## config.mk

```make
export PLATFORM = sky130hd
export DESIGN_NAME = ssi_encoder_quadrature_speed_flat
export DESIGN_NICKNAME = d
export VERILOG_FILES = /design/src/rtl/sqs_pkg.sv /design/src/rtl/sqs_channels.sv /design/src/rtl/ssi_encoder_quadrature_speed.sv /design/src/flat_wrapper.sv
export VERILOG_INCLUDE_DIRS = /design/src /design/src/rtl
export SDC_FILE = /design/constraint.sdc
export NUM_CORES = 2
export LEC_CHECK = 0
export BUFFER_PORTS_ARGS = -buffer_cell sky130_fd_sc_hd__buf_2
export CORE_ASPECT_RATIO = 0.6
export CORE_MARGIN = 10
export CORE_UTILIZATION = 33
export DETAILED_ROUTE_END_ITERATION = 16
export GPL_TIMING_DRIVEN = 0
export PLACE_DENSITY = 0.5
export SLEW_MARGIN = 5
export SYNTH_ARGS = -nofsm -noshare
export SYNTH_HDL_FRONTEND = slang
export SYNTH_SLANG_ARGS = --single-unit
```

## constraint.sdc

```tcl
create_clock -name clk -period 17.5 [get_ports clk]
set_input_delay 2.625 -clock clk [delete_from_list [all_inputs] [get_ports clk]]
set_output_delay 2.625 -clock clk [all_outputs]
set_load 0.005 [all_outputs]
```

## src/rtl/assert_macros.svh

```systemverilog
// assertion macros for the rtl, included by ssi_encoder_quadrature_speed.sv
`ifndef ASSERT_MACROS_SVH
`define ASSERT_MACROS_SVH

`ifndef NO_ASSERTIONS

// property checked every clock outside reset
`define SQS_ASSERT(lbl, prop, msg) \
  lbl: assert property (@(posedge clk) disable iff (!rst_n) (prop)) else $error(msg);

// consequent checked in the clock after the antecedent
`define SQS_ASSERT_NEXT(lbl, ante, cons, msg) \
  lbl: assert property (@(posedge clk) disable iff (!rst_n) (ante) |=> (cons)) else $error(msg);

`else

`define SQS_ASSERT(lbl, prop, msg)
`define SQS_ASSERT_NEXT(lbl, ante, cons, msg)

`endif

`endif

```

## src/rtl/sqs_pkg.sv

```systemverilog
// types and constants for the ssi encoder quadrature and speed block
package sqs_pkg;

  localparam int unsigned FRAME_W    = 24;
  localparam int unsigned POS_OUT_W  = 16;
  localparam int unsigned ANGLE_W    = 19;
  localparam int unsigned SPEED_W    = 24;
  localparam int unsigned TS_W       = 20;
  localparam int unsigned SHIFT_W    = 4;
  localparam int unsigned PERIOD_W   = 10;
  localparam int unsigned SCALE_W    = 24;
  localparam int unsigned CFG_IDX_W  = 2;
  localparam int unsigned CFG_DATA_W = 24;
  localparam int unsigned SPEED_Q    = 16;

  localparam logic [TS_W-1:0]    MS_WRAP    = 20'd999999;
  localparam logic [ANGLE_W-1:0] ANGLE_FULL = 19'd360000;
  localparam logic [SPEED_W-1:0] SPEED_MAX  = 24'hFFFFFF;

  localparam logic [SHIFT_W-1:0]  FRAME_SHIFT_RST = 4'd7;
  localparam logic [PERIOD_W-1:0] SNAP_PERIOD_RST = 10'd100;
  localparam logic [SCALE_W-1:0]  SPEED_SCALE_RST = 24'd600000;

  typedef enum logic {
    REQ_FRAME = 1'b0,
    REQ_TICK  = 1'b1
  } req_type_t;

  typedef enum logic [CFG_IDX_W-1:0] {
    CFG_FRAME_SHIFT = 2'd0,
    CFG_SNAP_PERIOD = 2'd1,
    CFG_SPEED_SCALE = 2'd2
  } cfg_idx_t;

endpackage

```

## src/rtl/sqs_channels.sv

```systemverilog
// request and result channel interfaces

interface sqs_in_if;
  import sqs_pkg::*;
  logic               valid;
  logic               ready;
  logic               req_type;
  logic [FRAME_W-1:0] ssi_frame;

  modport source (output valid, output req_type, output ssi_frame, input ready);
  modport sink   (input valid, input req_type, input ssi_frame, output ready);
endinterface

interface sqs_out_if;
  import sqs_pkg::*;
  logic                 valid;
  logic                 ready;
  logic [POS_OUT_W-1:0] position;
  logic                 quad_a;
  logic                 quad_b;
  logic [ANGLE_W-1:0]   angle_mdeg;
  logic [SPEED_W-1:0]   speed_mrpm;
  logic                 report;
  logic [TS_W-1:0]      timestamp_ms;

  modport source (output valid, output position, output quad_a, output quad_b,
                  output angle_mdeg, output speed_mrpm, output report,
                  output timestamp_ms, input ready);
  modport sink   (input valid, input position, input quad_a, input quad_b,
                  input angle_mdeg, input speed_mrpm, input report,
                  input timestamp_ms, output ready);
endinterface

```

## src/rtl/ssi_encoder_quadrature_speed.sv

```systemverilog
// ssi encoder gray decode, quadrature emulation, angle and speed report
// an accepted request passes the decode stage register, then the math stage into the result register
// throughput: one request per cycle while the result is taken; the multipliers of the math stage set the path
// a stalled result holds the output register while the decode stage takes one more request
// reset (synchronous, rst_n low): position, snapshot, period count and timestamp clear,
// registers return to frame_shift 7, snapshot_period 100, speed_scale 600000
`include "assert_macros.svh"

module ssi_encoder_quadrature_speed
  import sqs_pkg::*;
#(
  parameter int unsigned POSITION_BITS = 16
) (
  input  logic                  clk,
  input  logic                  rst_n,
  sqs_in_if.sink                in_chan,
  sqs_out_if.source             out_chan,
  input  logic                  cfg_we,
  input  logic [CFG_IDX_W-1:0]  cfg_index,
  input  logic [CFG_DATA_W-1:0] cfg_data
);

  localparam int unsigned P        = POSITION_BITS;
  localparam int unsigned SPROD_W  = P + SCALE_W;
  localparam int unsigned APROD_W  = P + ANGLE_W;

  // configuration registers
  logic [SHIFT_W-1:0]  frame_shift_r;
  logic [PERIOD_W-1:0] snap_period_r;
  logic [SCALE_W-1:0]  speed_scale_r;

  // block state
  logic [P-1:0]        cur_pos_r, cur_pos_nxt;
  logic [P-1:0]        snap_pos_r, snap_pos_nxt;
  logic [PERIOD_W-1:0] period_cnt_r, period_cnt_nxt;
  logic [TS_W-1:0]     ms_cnt_r, ms_cnt_nxt;
  logic                report_nxt;

  // decode stage
  logic                s1_valid_r;
  logic [P-1:0]        s1_pos_r;
  logic [P-1:0]        s1_snap_r;
  logic                s1_report_r;
  logic [TS_W-1:0]     s1_ms_r;

  // result register
  logic                 out_valid_r;
  logic [POS_OUT_W-1:0] out_pos_r;
  logic                 out_qa_r;
  logic                 out_qb_r;
  logic [ANGLE_W-1:0]   out_angle_r;
  logic [SPEED_W-1:0]   out_speed_r;
  logic                 out_report_r;
  logic [TS_W-1:0]      out_ms_r;

  logic                in_fire;
  logic                is_tick;
  logic                adv;
  logic                tick_report;
  logic [FRAME_W-1:0]  frame_shr;
  logic [P-1:0]        gray_raw;
  logic [P-1:0]        bin_pos;
  logic [PERIOD_W-1:0] period_inc;

  logic [P-1:0]        delta;
  logic [SPROD_W-1:0]  speed_prod;
  logic [31:0]         speed_shr;
  logic [SPEED_W-1:0]  speed_sat;
  logic [APROD_W-1:0]  angle_prod;
  logic [ANGLE_W-1:0]  angle_val;
  logic [1:0]          quad_code;

  // handshake
  assign adv            = !out_valid_r || out_chan.ready;
  assign in_chan.ready  = adv || !s1_valid_r;
  assign in_fire        = in_chan.valid && in_chan.ready;
  assign is_tick        = (req_type_t'(in_chan.req_type) == REQ_TICK);
  assign tick_report    = in_fire && report_nxt;

  // configuration writes
  always_ff @(posedge clk) begin
    if (!rst_n) begin
      frame_shift_r <= FRAME_SHIFT_RST;
      snap_period_r <= SNAP_PERIOD_RST;
      speed_scale_r <= SPEED_SCALE_RST;
    end else if (cfg_we) begin
      unique case (cfg_idx_t'(cfg_index))
        CFG_FRAME_SHIFT: frame_shift_r <= cfg_data[SHIFT_W-1:0];
        CFG_SNAP_PERIOD: snap_period_r <= cfg_data[PERIOD_W-1:0];
        CFG_SPEED_SCALE: speed_scale_r <= cfg_data[SCALE_W-1:0];
        default: ;
      endcase
    end
  end

  // align frame and gray decode: each bit is the xor of its gray bit and all bits above it
  assign frame_shr = in_chan.ssi_frame >> frame_shift_r;
  assign gray_raw  = frame_shr[P-1:0];

  always_comb begin
    for (int i = 0; i < P; i++) begin
      bin_pos[i] = ^(gray_raw >> i);
    end
  end

  // state update on an accepted request
  assign period_inc = period_cnt_r + 1'b1;

  always_comb begin
    cur_pos_nxt    = cur_pos_r;
    snap_pos_nxt   = snap_pos_r;
    period_cnt_nxt = period_cnt_r;
    ms_cnt_nxt     = ms_cnt_r;
    report_nxt     = 1'b0;
    if (in_fire) begin
      if (!is_tick) begin
        cur_pos_nxt = bin_pos;
      end else begin
        ms_cnt_nxt = (ms_cnt_r >= MS_WRAP) ? '0 : ms_cnt_r + 1'b1;
        // a zero period reports on every tick, as does a wrapped count
        if (period_inc >= snap_period_r || period_inc == '0) begin
          period_cnt_nxt = '0;
          report_nxt     = 1'b1;
          snap_pos_nxt   = cur_pos_r;
        end else begin
          period_cnt_nxt = period_inc;
        end
      end
    end
  end

  always_ff @(posedge clk) begin
    if (!rst_n) begin
      cur_pos_r    <= '0;
      snap_pos_r   <= '0;
      period_cnt_r <= '0;
      ms_cnt_r     <= '0;
    end else begin
      cur_pos_r    <= cur_pos_nxt;
      snap_pos_r   <= snap_pos_nxt;
      period_cnt_r <= period_cnt_nxt;
      ms_cnt_r     <= ms_cnt_nxt;
    end
  end

  // decode stage register, speed measured against the snapshot before update
  always_ff @(posedge clk) begin
    if (!rst_n) begin
      s1_valid_r <= 1'b0;
    end else if (in_fire) begin
      s1_valid_r <= 1'b1;
    end else if (adv) begin
      s1_valid_r <= 1'b0;
    end
  end

  always_ff @(posedge clk) begin
    if (in_fire) begin
      s1_pos_r    <= cur_pos_nxt;
      s1_snap_r   <= snap_pos_r;
      s1_report_r <= report_nxt;
      s1_ms_r     <= ms_cnt_nxt;
    end
  end

  // quadrature: codes 2 and 3 swap so the pair steps as gray code
  assign quad_code = {s1_pos_r[2], s1_pos_r[2] ^ s1_pos_r[1]};

  // angle in millidegrees
  assign angle_prod = APROD_W'(s1_pos_r) * APROD_W'(ANGLE_FULL);
  assign angle_val  = ANGLE_W'(angle_prod >> P);

  // speed in milli-rpm, q16 scale, saturated
  assign delta      = s1_pos_r - s1_snap_r;
  assign speed_prod = SPROD_W'(delta) * SPROD_W'(speed_scale_r);
  assign speed_shr  = 32'(speed_prod >> SPEED_Q);
  assign speed_sat  = (|speed_shr[31:SPEED_W]) ? SPEED_MAX : speed_shr[SPEED_W-1:0];

  // result register
  always_ff @(posedge clk) begin
    if (!rst_n) begin
      out_valid_r <= 1'b0;
    end else if (adv) begin
      out_valid_r <= s1_valid_r;
    end
  end

  always_ff @(posedge clk) begin
    if (adv && s1_valid_r) begin
      out_pos_r    <= POS_OUT_W'(s1_pos_r);
      out_qa_r     <= quad_code[1];
      out_qb_r     <= quad_code[0];
      out_angle_r  <= angle_val;
      out_speed_r  <= speed_sat;
      out_report_r <= s1_report_r;
      out_ms_r     <= s1_ms_r;
    end
  end

  assign out_chan.valid        = out_valid_r;
  assign out_chan.position     = out_pos_r;
  assign out_chan.quad_a       = out_qa_r;
  assign out_chan.quad_b       = out_qb_r;
  assign out_chan.angle_mdeg   = out_angle_r;
  assign out_chan.speed_mrpm   = out_speed_r;
  assign out_chan.report       = out_report_r;
  assign out_chan.timestamp_ms = out_ms_r;

  // checks
  `SQS_ASSERT(a_ms_range, ms_cnt_r <= MS_WRAP, "timestamp beyond wrap value")
  `SQS_ASSERT_NEXT(a_snap_take, tick_report, snap_pos_r == $past(cur_pos_r), "snapshot not taken on report")
  `SQS_ASSERT(a_snap_only_on_report, ($past(rst_n) && snap_pos_r != $past(snap_pos_r)) |-> $past(tick_report), "snapshot moved without report")
  `SQS_ASSERT(a_stall_only_full, !in_chan.ready |-> (s1_valid_r && out_valid_r && !out_chan.ready), "request stalled with room free")

endmodule
```

## src/flat_wrapper.sv

```systemverilog
// flat-port wrapper written by rule: the top's interface ports become plain ports
module ssi_encoder_quadrature_speed_flat import sqs_pkg::*;
#(
  parameter int unsigned POSITION_BITS = 16
)
  (clk, rst_n, cfg_we, cfg_index, cfg_data, in_chan_valid, in_chan_req_type, in_chan_ssi_frame, in_chan_ready, out_chan_valid, out_chan_position, out_chan_quad_a, out_chan_quad_b, out_chan_angle_mdeg, out_chan_speed_mrpm, out_chan_report, out_chan_timestamp_ms, out_chan_ready);
  sqs_in_if in_chan_i ();
  sqs_out_if out_chan_i ();
  input  logic clk;
  input  logic rst_n;
  input  logic cfg_we;
  input  logic [CFG_IDX_W-1:0] cfg_index;
  input  logic [CFG_DATA_W-1:0] cfg_data;
  input wire logic [$bits(in_chan_i.valid)-1:0] in_chan_valid;
  input wire logic [$bits(in_chan_i.req_type)-1:0] in_chan_req_type;
  input wire logic [$bits(in_chan_i.ssi_frame)-1:0] in_chan_ssi_frame;
  output wire logic [$bits(in_chan_i.ready)-1:0] in_chan_ready;
  output wire logic [$bits(out_chan_i.valid)-1:0] out_chan_valid;
  output wire logic [$bits(out_chan_i.position)-1:0] out_chan_position;
  output wire logic [$bits(out_chan_i.quad_a)-1:0] out_chan_quad_a;
  output wire logic [$bits(out_chan_i.quad_b)-1:0] out_chan_quad_b;
  output wire logic [$bits(out_chan_i.angle_mdeg)-1:0] out_chan_angle_mdeg;
  output wire logic [$bits(out_chan_i.speed_mrpm)-1:0] out_chan_speed_mrpm;
  output wire logic [$bits(out_chan_i.report)-1:0] out_chan_report;
  output wire logic [$bits(out_chan_i.timestamp_ms)-1:0] out_chan_timestamp_ms;
  input wire logic [$bits(out_chan_i.ready)-1:0] out_chan_ready;
  assign in_chan_i.valid = in_chan_valid;
  assign in_chan_i.req_type = in_chan_req_type;
  assign in_chan_i.ssi_frame = in_chan_ssi_frame;
  assign in_chan_ready = in_chan_i.ready;
  assign out_chan_valid = out_chan_i.valid;
  assign out_chan_position = out_chan_i.position;
  assign out_chan_quad_a = out_chan_i.quad_a;
  assign out_chan_quad_b = out_chan_i.quad_b;
  assign out_chan_angle_mdeg = out_chan_i.angle_mdeg;
  assign out_chan_speed_mrpm = out_chan_i.speed_mrpm;
  assign out_chan_report = out_chan_i.report;
  assign out_chan_timestamp_ms = out_chan_i.timestamp_ms;
  assign out_chan_i.ready = out_chan_ready;
  ssi_encoder_quadrature_speed #(.POSITION_BITS(POSITION_BITS)) u_core (.clk(clk), .rst_n(rst_n), .in_chan(in_chan_i), .out_chan(out_chan_i), .cfg_we(cfg_we), .cfg_index(cfg_index), .cfg_data(cfg_data));
endmodule
```

**Yosys cells after proc, flatten, opt, wreduce, memory -nomap -nowiden**

Cells that the tools add are included.

- Flip-flop bits (word level): 237
- Input port bits: 56
- Output and inout bits: 84
- Logic and storage cells: 71

- Add/sub/neg operators: 3
- $mul: 2
- Magnitude comparators: 2
- Eq/ne operators: 2
- Shifts and indexed selects: 1
- Multiplexer cells: 9
- Bitwise logic cells: 1
- Reductions and logical operators: 31

Operators with widths:

| kind | number |
|---|---|
| XOR reduction 16 bit | 16 |
| 2-to-1 mux 20 bit | 3 |
| multiplier 16 x 24 -> 40 bit | 1 |
| 2-to-1 mux 16 bit | 2 |
| multiplier 16 x 13 -> 29 bit (second input constant) | 1 |
| right shift 24 x 4 -> 16 bit | 1 |
| adder 20 x 1 -> 20 bit (second input constant) | 1 |
| >= comparator 20 bit (second input constant) | 1 |
| subtractor 16 bit | 1 |
| adder 10 x 1 -> 10 bit (second input constant) | 1 |
| >= comparator 10 bit | 1 |
| zero test 10 bit | 1 |
| 2-to-1 mux 10 bit | 1 |
| AND reduction 2 bit | 4 |
| logical OR 1 bit | 3 |
| 2-to-1 mux 1 bit | 3 |
| AND reduction 3 bit | 1 |
| equality test 2 x 1 -> 1 bit (second input constant) | 1 |
| equality test 2 bit (second input constant) | 1 |
| logical AND 1 bit | 2 |
| zero test 1 bit | 2 |
| zero test 2 bit | 1 |
| nonzero test 2 bit | 1 |
| XOR 1 bit | 1 |

**Logic depth before layout (Yosys ltp)**

- Depth after elaboration: 5
- Mapped depth: 38
- Mapped depth without buffers: 37

**Least setup slack after synthesis**

Ideal clock, no wire load.

- Path type: register to register
- Start point: register u_core.s1_pos_r[0]
- End point: register u_core.out_speed_r[17] (netlist: u_core.out_chan.speed_mrpm[17]), data pin
- Setup time: 260 ps
- Arrival: 8447 ps
- Required time: 17240 ps
- Slack: 8794 ps
- Cell stages (with the launch flop): 37
- Buffers on the path: 1
- Period minus slack after synthesis: 8706 ps
- Path through: edfxtp_1 inv_1 ha_1 inv_1 fa_1 a21o_1 a21oi_1 o21ai_0 a21oi_1 o21bai_1 a21oi_1 o21bai_1 a2111oi_0 or3_1 xnor2_1 clkbuf_1 nand2_1 fa_1 inv_1 fa_1 fa_1 fa_1 fa_1 inv_1 fa_1 inv_1 ha_1 a21oi_1 o22ai_1 o21ai_0 nand2b_1 a31oi_1 o21ai_0 a31o_2 a21o_1 a211oi_1 nor3_1

- Word-level cells in the longest chain between the ends: 2

RTL lines:

| what | line | RTL |
|---|---|---|
| start, declared | ssi_encoder_quadrature_speed.sv:41 | `logic [P-1:0] s1_pos_r;` |
| start signal, assigned | ssi_encoder_quadrature_speed.sv:159 | `s1_pos_r <= cur_pos_nxt;` |
| subtractor 16 bit | ssi_encoder_quadrature_speed.sv:174 | `assign delta = s1_pos_r - s1_snap_r;` |
| multiplier 16 x 24 -> 40 bit | ssi_encoder_quadrature_speed.sv:175 | `assign speed_prod = SPROD_W'(delta) * SPROD_W'(speed_scale_r);` |
| via u_core.speed_prod[33] | ssi_encoder_quadrature_speed.sv:66 | `logic [SPROD_W-1:0] speed_prod;` |
| end signal, assigned | ssi_encoder_quadrature_speed.sv:194 | `out_speed_r <= speed_sat;` |
| end, declared | ssi_encoder_quadrature_speed.sv:52 | `logic [SPEED_W-1:0] out_speed_r;` |

The timed path passes the listed nets, and every way through them passes these cells.
A chain may end at the register's enable or synchronous reset.

**Worst setup path in the final report**

Same ends and word-level chain as after synthesis.

==> metrics <==
area delta synth->final 11.0%; I/O pin total 140; vias per inst 4.89; FF-to-FF path depth 36; YS warnings 0; CP Capture Point u_core.out_chan.speed_mrpm[17]$_DFFE_PP_; # fillers 8401; CTS Buffer Depth 3; commonest non-fill, non-tap cells in the layout inv_1 (552), fa_1 (397), nand2_1 (368); Iteration-0 DRC Markers 1693; setup bufs post-CTS 0; WL per Instance 18.8 um; Top FF cell, synth edfxtp_1; Slowest cell on crit path a31oi_1; Post-Route Setup TNS 0 ps; clk_lat worst skew 600 ps; endpoints failing hold 0; Worst Setup SP u_core.s1_pos_r[0]$_DFFE_PP_; beginning of the worst register-to-register path u_core.s1_pos_r[0]$_DFFE_PP_; drt drc 0; Placeable Area a little over 80000 um2; row count 81; r2r endpoint u_core.out_chan.speed_mrpm[17]$_DFFE_PP_; synthesized cell area 27500 um2; most common cell after layout, fill and taps aside inv_1; Pre-antenna DRT Iters 5; Top cell by count, worst path fa_1; fraction of registers with async set/reset 0%; RSZ-0062 raised after global routing false; syn nets 3567; Final Cycle Share 66.7%; crit path max fanout 10; CTS tree built; Die H 244 um; R2R Setup Slk roughly 5800 ps; Clk pin slew, worst setup/hold paths 60 ps; Placer Congestion between 0.8 and 0.9; Post-synth EDFFs between 100 and 150; clock tree sinks between 200 and 250; crit-path max cell delay 910 ps; Min-Delay Path Class reg2reg; Max Slew Vio Count 0; final instance area between 30000 and 40000 um2; Cell Area, Placed around 30000 um2; Gates resized, CTS repair 0; Slew @ Worst Pin 1160 ps; Min Hold Slack 419 ps; total global routing track utilization 16.5%; Yosys reg bits 236; initial antenna violation count 8; Critical Path RT between 15000 and 20000 ps; gr ovfl total 0; IO Port Bufs between 100 and 150; share of the synthesized area in the top cell type about 29%; fin crit period around 12000 ps; Die ar. roughly 96000 um2; Reg area 6070 um2; endpoints failing setup 0; CTS root buf clkbuf_16; Clock Skew 14.2 ps; layout cells sized above 1 8.50%; H-tree depth 1; Distinct cells, synth 71; outcome completed; initial core utilization 33.5%; CP Launch Type flop; via count of the first global-routing pass 20.7k; Syn Inst Count 2878; max cap viols 0; largest net degree at the start of global routing 56; CTS Buf Count 27; multi-input logic area between 15000 and 20000 um2; DRT Wirelength 78200 um; Die X around 390 um; Post-CTS Hold Buffers 0; Max-slew headroom 22.3%; Detail Route Antenna Nets 0; fmax 85.7 MHz; Via Count 20.3k; first-pass GRT wire length approximately 120000 um; Nets 3738; Worst Path Arrival 12020 ps; syn avg cell area 9.57 um2; dpl hpwl 64000 um; critical path class reg2reg; top post-synthesis cells by area fa_1 (29%), edfxtp_1 (15%), ha_1 (11%); area leader, netlist fa_1; CP Capture Type flop; sequential share of the synthesized area 22.0%
## synth_stat cells (4+ instances only)
| library cell | count |
|---|---|
| nor4_1 | 4 |
| a211o_1 | 4 |
| mux2_2 | 10 |
| a31oi_1 | 4 |
| buf_4 | 4 |
| edfxtp_1 | 134 |
| o211ai_1 | 23 |
| and3_1 | 24 |
| mux4_2 | 14 |
| ha_1 | 236 |
| fa_1 | 397 |
| a211oi_1 | 14 |
| xnor2_1 | 54 |
| nor2b_1 | 18 |
| buf_2 | 4 |
| a21oi_1 | 88 |
| and4_1 | 16 |
| inv_1 | 552 |
| mux2i_1 | 37 |
| or4b_2 | 24 |
| o21ai_0 | 75 |
| o2111ai_1 | 17 |
| nor4b_1 | 24 |
| o21bai_1 | 10 |
| xor2_1 | 33 |
| nand4_1 | 19 |
| nand2b_1 | 25 |
| a21o_1 | 28 |
| and2_1 | 123 |
| clkbuf_1 | 149 |
| dfxtp_1 | 102 |
| a311oi_1 | 15 |
| o21a_1 | 6 |
| nand3_1 | 83 |
| o22ai_1 | 4 |
| nor2_1 | 70 |
| nor3_1 | 15 |
| nand2_1 | 368 |
## worst max-delay path, delay by kind of cell, from the launching register on
kind	cells	cell delay (ps)
xor+xnor	1	420
flops	1	640
buf+inv	6	1070
compound gates	17	5160
simple gates	3	490
fa+ha+maj	9	3610
## per-stage QoR
step | std cells | utilization, % | worst slack [ps]
floorplan | 2878 | - | 8790
global placement | 4095 | 36.0 | 5870
detailed placement | 4099 | 36.1 | 6120
CTS | 4149 | 37.2 | 6060
global route | 4151 | 37.2 | 5050
finish | 4155 | 37.2 | 5830
## registers in the layout (all words and copies together) (netlist names), 4 cells and up
name and flops:
u_core.cur_pos_r 16, u_core.frame_shift_r 4, u_core.ms_cnt_r 20, u_core.out_chan.angle_mdeg 19, u_core.out_chan.position 16, u_core.out_chan.speed_mrpm 24
u_core.out_chan.timestamp_ms 20, u_core.period_cnt_r 10, u_core.s1_ms_r 20, u_core.s1_pos_r 16, u_core.s1_snap_r 16, u_core.snap_period_r 10
u_core.snap_pos_r 16, u_core.speed_scale_r 24
## worst min path at each step
stage | endpoint | start | cells after the start
2_1_floorplan | u_core.out_chan.report$_DFFE_PP_ | u_core.s1_report_r$_SDFFCE_PN0P_ | 0
3_3_place_gp | u_core.out_chan.timestamp_ms[2]$_DFFE_PP_ | u_core.s1_ms_r[2]$_DFFE_PP_ | 0
3_5_place_dp | u_core.out_chan.timestamp_ms[8]$_DFFE_PP_ | u_core.s1_ms_r[8]$_DFFE_PP_ | 0
4_1_cts | u_core.out_chan.timestamp_ms[3]$_DFFE_PP_ | u_core.s1_ms_r[3]$_DFFE_PP_ | 0
5_1_grt | u_core.s1_snap_r[9]$_DFFE_PP_ | u_core.snap_pos_r[9]$_SDFFE_PN0P_ | 0
6_report | u_core.out_chan.timestamp_ms[8]$_DFFE_PP_ | u_core.s1_ms_r[8]$_DFFE_PP_ | 0
## routing by layer
metal / wire [um] / vias to the layer above / global-route usage, %
met1: 42300 / 10044 / 26.9
met5: 34 / - / 0
met4: 744 / 6 / 1.82
li1: - / 9617 / -
met3: 6640 / 44 / 4.47
met2: 28500 / 597 / 21.2
## logic make-up after synthesis
kind of cell / Yosys count / share of synthesized area [%]
and+or+nand+nor: 825 / 15.1
buffers and inverters: 715 / 9.88
adders and majority gates: 633 / 39.6
AOI/OAI and AO/OA: 317 / 7.43
DFF: 236 / 22.0
xor gates and xnor gates: 91 / 3.10
muxes: 61 / 2.90
## area by class of cell
cell class | instances | share of cell area [%]
multi-input cells | 1927 | 61.5
repair buffers | 142 | 2.51
well taps | 1079 | 4.42
flip-flops and latches | 236 | 19.9
diodes | 6 | 0.0491
clock buffers | 36 | 2.42
plain buffers | 162 | 2.10
clock inverters | 14 | 0.409
inverters | 553 | 6.79
Power is left out: the tool's default activity adds up to more than one toggle a clock period on the data nets, which glitch-free logic cannot reach.
